--- config.mk ---
export PLATFORM = sky130hd
export DESIGN_NAME = rdi_queue
export DESIGN_NICKNAME = d
export VERILOG_FILES = /design/src/design/rdi_pkg.sv /design/src/design/rdi_queue.sv
export SDC_FILE = /design/constraint.sdc
export NUM_CORES = 1
export LEC_CHECK = 0
export ABC_CLOCK_PERIOD_IN_PS = 9400
export BUFFER_PORTS_ARGS = -buffer_cell sky130_fd_sc_hd__buf_2
export CORE_ASPECT_RATIO = 0.8
export CORE_MARGIN = 10
export CORE_UTILIZATION = 40
export CTS_CLUSTER_DIAMETER = 60
export DETAILED_ROUTE_END_ITERATION = 8
export PLACE_DENSITY_LB_ADDON = 0.05
export SYNTH_ARGS = -nofsm -noshare
export SYNTH_HDL_FRONTEND = slang
export SYNTH_SLANG_ARGS = --single-unit
--- constraint.sdc ---
create_clock -name clk -period 9.4 [get_ports clk]
set_input_delay 0.47 -clock clk [delete_from_list [all_inputs] [get_ports clk]]
set_output_delay 0.47 -clock clk [all_outputs]
set_load 0.02 [all_outputs]
--- src/design/rdi_pkg.sv ---
`timescale 1ns / 1ps
package rdi_pkg;

  localparam int QUEUE_DEPTH = 4;
  // magnitude widths of n.dir and of n.center - n.origin
  localparam int DW = 52;
  localparam int NW = 53;
  // quotient bits (Q15.16) and partial remainder width
  localparam int QW = 31;
  localparam int RW = 53;
  localparam int PW = 50;

  typedef enum logic [2:0] {
    REG_RADIUS_SQ = 3'd0,
    REG_CENTER_X  = 3'd1,
    REG_CENTER_Y  = 3'd2,
    REG_CENTER_Z  = 3'd3,
    REG_NORMAL_X  = 3'd4,
    REG_NORMAL_Y  = 3'd5,
    REG_NORMAL_Z  = 3'd6,
    REG_EPSILON   = 3'd7
  } reg_idx_t;

  // origin_x, the last field declared, in the lowest bits
  typedef struct packed {
    logic [31:0] max_dist;
    logic [31:0] min_dist;
    logic [31:0] dir_z;
    logic [31:0] dir_y;
    logic [31:0] dir_x;
    logic [31:0] origin_z;
    logic [31:0] origin_y;
    logic [31:0] origin_x;
  } ray_t;

  typedef struct packed {
    logic [17:0] normal_x;
    logic [17:0] normal_y;
    logic [17:0] normal_z;
    logic [15:0] edge_epsilon;
    logic [31:0] center_x;
    logic [31:0] center_y;
    logic [31:0] center_z;
  } front_cfg_t;

  typedef struct packed {
    logic [31:0] radius_squared;
    logic [31:0] center_x;
    logic [31:0] center_y;
    logic [31:0] center_z;
  } back_cfg_t;

  typedef struct packed {
    logic          miss;
    logic          neg;
    logic [DW-1:0] aden;
    logic [NW-1:0] anum;
    ray_t          ray;
  } item_t;

  typedef struct packed {
    logic          miss;
    logic          neg;
    logic [DW-1:0] aden;
    logic [RW-1:0] rem;
    logic [QW-1:0] sh;
    logic [QW-1:0] q;
    ray_t          ray;
  } div_t;

endpackage

--- src/design/rdi_queue.sv ---
`timescale 1ns / 1ps
module rdi_queue #(
  parameter int DEPTH = rdi_pkg::QUEUE_DEPTH
) (
  input  logic           clk,
  input  logic           rst,
  input  logic           push,
  input  rdi_pkg::item_t wdata,
  output logic           full,
  input  logic           pop,
  output logic           nonempty,
  output rdi_pkg::item_t rdata
);

  localparam int AW = (DEPTH > 1) ? $clog2(DEPTH) : 1;
  localparam int CW = $clog2(DEPTH + 1);

  rdi_pkg::item_t mem [DEPTH];
  logic [AW-1:0] wptr, rptr;
  logic [CW-1:0] count;

  assign full     = (count == CW'(DEPTH));
  assign nonempty = (count != '0);
  assign rdata    = mem[rptr];

  always_ff @(posedge clk) begin
    if (push) begin
      mem[wptr] <= wdata;
    end
  end

  always_ff @(posedge clk) begin
    if (rst) begin
      wptr  <= '0;
      rptr  <= '0;
      count <= '0;
    end else begin
      if (push) begin
        wptr <= (wptr == AW'(DEPTH - 1)) ? '0 : wptr + 1'b1;
      end
      if (pop) begin
        rptr <= (rptr == AW'(DEPTH - 1)) ? '0 : rptr + 1'b1;
      end
      if (push && !pop) begin
        count <= count + 1'b1;
      end else if (pop && !push) begin
        count <= count - 1'b1;
      end
    end
  end

endmodule

### After elaboration in Yosys (flattened, before gate mapping)

Memory sizes are Yosys's and may differ from the RTL's. A register that Yosys moved wholly into a read port is not among the register bits.
Index checks and enable logic that the tools add are counted.

| word-level totals | value |
|---|---|
| register bits | 7 |
| memory bits (writable) | 1452 |
| bits of input ports | 367 |
| output and inout port bits | 365 |
| word-level logic and storage cells | 25 |
| memories | 1 |

Memories:

| memory | words | bits a word | rd ports | clocked after memory_dff | wr ports | line | text |
|---|---|---|---|---|---|---|---|
| mem | 4 | 363 | 1 | 1 | 1 | rdi_queue.sv:18 | `rdi_pkg::item_t mem [DEPTH];` |

| operators by class | value |
|---|---|
| add/subtract/negate cells | 4 |
| equal/unequal tests | 3 |
| muxes and demuxes | 8 |
| reduce and logical (&&, ||, !) cells | 6 |

Operator list:

| operator | number |
|---|---|
| 2-bit two-way mux | 4 |
| 3-bit two-way mux | 2 |
| 2-bit by 1-bit adder with 2-bit output (second input constant) | 2 |
| 2-bit == test (second input constant) | 2 |
| 3-bit by 1-bit adder with 3-bit output (second input constant) | 1 |
| 3-bit == test (second input constant) | 1 |
| 3-bit nonzero test | 1 |
| 3-bit by 1-bit subtractor with 3-bit output (second input constant) | 1 |
| 1-bit logical AND | 2 |
| 1-bit logical NOT | 2 |
| 1-bit two-way mux | 2 |
| 2-bit nonzero test | 1 |

### Logic depth before layout (Yosys ltp)

| depth | value |
|---|---|
| word-level depth | 4 |
| gate-level depth with buffers | 7 |

### Worst setup path before layout

Ideal clock, no wire load.

| timing path | value |
|---|---|
| kind | reg-to-reg |
| from | reg wptr[0] |
| to | mem mem[0][0] (netlist bit) (enable) |
| library setup time | 0.771 ns |
| arrival | 8.739 ns |
| data required time | 8.629 ns |
| setup slack | -0.110 ns |
| stages on the path, launching flop included | 4 |
| path buffers | 0 |
| clock period less this slack | 9.510 ns |
| cell sequence | dfxtp_1 -> inv_1 -> ha_1 -> and2_1 |

RTL lines:

| what | line | text |
|---|---|---|
| start, declared | rdi_queue.sv:19 | `logic [AW-1:0] wptr, rptr;` |
| start signal, assigned | rdi_queue.sv:39 | `wptr <= (wptr == AW'(DEPTH - 1)) ? '0 : wptr + 1'b1;` |
| end, declared | rdi_queue.sv:18 |  |

Straight into the memory's write port.

==> qor.yml <==
status: "finished clean"
utilization_pct: 50.88
worstMarginPinSlew_ps: 1141
ys_warn_count: 0
fin_crit_sh_pct: 46.37
start_kind: "flop"
antenna_left: 0
drtIter0Drc: 1545
die_w_um: 425.8
critical_path_class: "reg2out"
synthAdderAreaFrac_pct: 0.1805
synth_edf_count: 1452
hold_buffers: 365
grt_max_degree: 164
cap_viol_max_count: 0
firstDrtPassIters: 5
synthDistinctLibCells: 19
critPathRequiredTime_ps: 8930
hold_viol: 0
core_area_um2: 131200
synth_top_area_share_pct: 82.75
synth_common_cells: "edfxtp_1 (1452), mux4_2 (363), buf_2 (27)"
clock_latency_ps: 750
ys_seq_area_share_pct: 83.09
cts_tree: "built"
synth_compound_area_share_pct: 0.02849
area_growth_pct: 26.66
leakagePower_nw: 22.39
grt-ovfl-total: 0
synth.net_count: 2314
die_area_um2: 146700
ys_async_sr_fraction_pct: 0
rr_worst_depth: 5
hp-class: "in2reg"
drive_above_1_share_pct: 41.04
yosys.area_share.simple_pct: 0.1496
routedWlPerCell_um: 26.20
clock-skew-final_ps: 19.58
yosysTopAreaCell: "edfxtp_1"
synth_mux_area_share_pct: 15.59
cts-resized-gates: 0
hpwlAfterDp_um: 82900
cts.sinks: 1461
synth-seq-cells: 1461
min_period_ps: 4359
vias: 25190
worstPathMaxFanout: 100
setup-tns-final_ps: 0
gp_congestion: 0.7697
fin_nets: 3510
grt_setup_unrepaired: "no"
cts_inserted_buffers: 152
ir_worst_vdd_mv: 0.1681
clock_path_buffers: 3
via_per_inst: 5.010
antenna_found_initial: 30
portBuffers: 731
track_usage_pct: 17.72
io_pins: 732
fillers: 10580
fmax_mhz: 229.4
root_buffer: "clkbuf_16"
crit-reg2reg-launch: "wptr[1]$_SDFFE_PP0P_"
syn_avg_cell_area_um2: 27.16
fp-row-count: 119
power_mw: 14.73
die_h_um: 344.6
yosysMostFrequentCell: "edfxtp_1"
hold_path_depth: 3
start_util_pct: 40.17
synth_top_family_by_area: "multiplexers"
synth_xor_xnor_area_share_pct: 0.03324
p_per_area_nw_per_um2: 220.7
crit_path_end_kind: "output port"
post_cts.repair.setup_buffers: 0
crit_arrival_ps: 3890
synthTopCellsByArea: "edfxtp_1 (83%), mux4_2 (16%), dfxtp_1 (0.34%)"
synthFlopType: "edfxtp_1"
grt_pass1_vias: 27260
drc: 0
slew_headroom_pct: 23.94
wirelength_um: 131700
synth.cell_area_um2: 52690
setup_viol: 0
slew_viol_final: 0
synth_cells: 1940
holdCritStartpoint: "push"
clkSlewWorstSetupHoldPaths_ps: 60
grt_pass1_wl_um: 190700
htree_num_levels: 4
per-layer routing:
| metal | track usage, % | wire length (um) | vias to the layer above |
|---|---|---|---|
| li1 | - | - | 10920 |
| met1 | 20.97 | 49350 | 13380 |
| met2 | 31.08 | 70070 | 632 |
| met3 | 4.388 | 7220 | 243 |
| met4 | 7.070 | 4975 | 16 |
| met5 | 0 | 79 | - |
through the flow:
stage	std cells	cell area (um2)	hold slack [ps]	worst slack [ps]
after floorplan	1940	52700	455.3	3973
after global placement	4371	58390	474.5	5575
after detailed placement	4371	58390	516.8	5605
after CTS	5012	66700	16.86	4744
after global routing	5027	66740	60.27	4582
final	5027	66740	88.66	5041
sequential cells by signal (all words and copies together), names as in the netlist, named ones only:
| register | count |
|---|---|
| rptr | 2 |
| mem | 1452 |
| count | 3 |
| wptr | 2 |
worst max-delay path, stage by stage (launching register included):
cell	delay (ps)
dfxtp_4	940
buf_12	570
buf_4	620
mux4_2	610
buf_2	190
worst paths after layout:
kind                      endpoint  slack, ps
min           wptr[0]$_SDFFE_PP0P_         90
max reg2reg  mem[1][300]$_DFFE_PP_       5980
max                      rdata[48]       5040
min reg2reg  count[2]$_SDFFE_PP0P_        540
report_power, final:
part	total, mW	leakage [nW]	switching (mW)	internal, mW
Sequential	7.55	13.4	0.0683	7.48
Clock	5.63	2.29	2.42	3.21
Combinational	1.55	6.68	0.942	0.612
placed cells by master, fill, tap and decap left out, drive strengths merged:
cell type,netlist,final
a21oi,2,2
and2,4,4
buf,70,758
bufinv,0,5
clkbuf,11,195
clkinv,0,64
clkinvlp,0,3
dfxtp,9,9
diode,0,15
dlygate4sd3,0,365
edfxtp,1452,1452
fa,1,1
ha,6,6
inv,4,13
mux2i,4,4
mux4,363,363
nor2,7,7
nor3b,2,2
o21ai,1,1
or3,2,2
xor2,2,2
cells by family (layout without fill, tap and decap cells):
kind of cell,count (synthesis),after routing
other cells,0,15
mux,367,367
fa+ha+maj,7,7
xor+xnor,2,2
flops,1461,1461
compound gates,3,3
simple gates,15,15
buf+inv,85,1403
layout make-up:
| class | count | area [um2] | share of cell area, % |
|---|---|---|---|
| antenna | 15 | 37.54 | 0.05624 |
| clock buffer | 195 | 4071 | 6.100 |
| clock inverter | 81 | 586.8 | 0.8792 |
| inverter | 4 | 15.01 | 0.02250 |
| multi-input combinational | 394 | 8432 | 12.63 |
| sequential | 1461 | 43790 | 65.61 |
| tap | 1754 | 2195 | 3.288 |
| timing repair buffer | 1123 | 7615 | 11.41 |
Power figures use the tool's default switching activity.
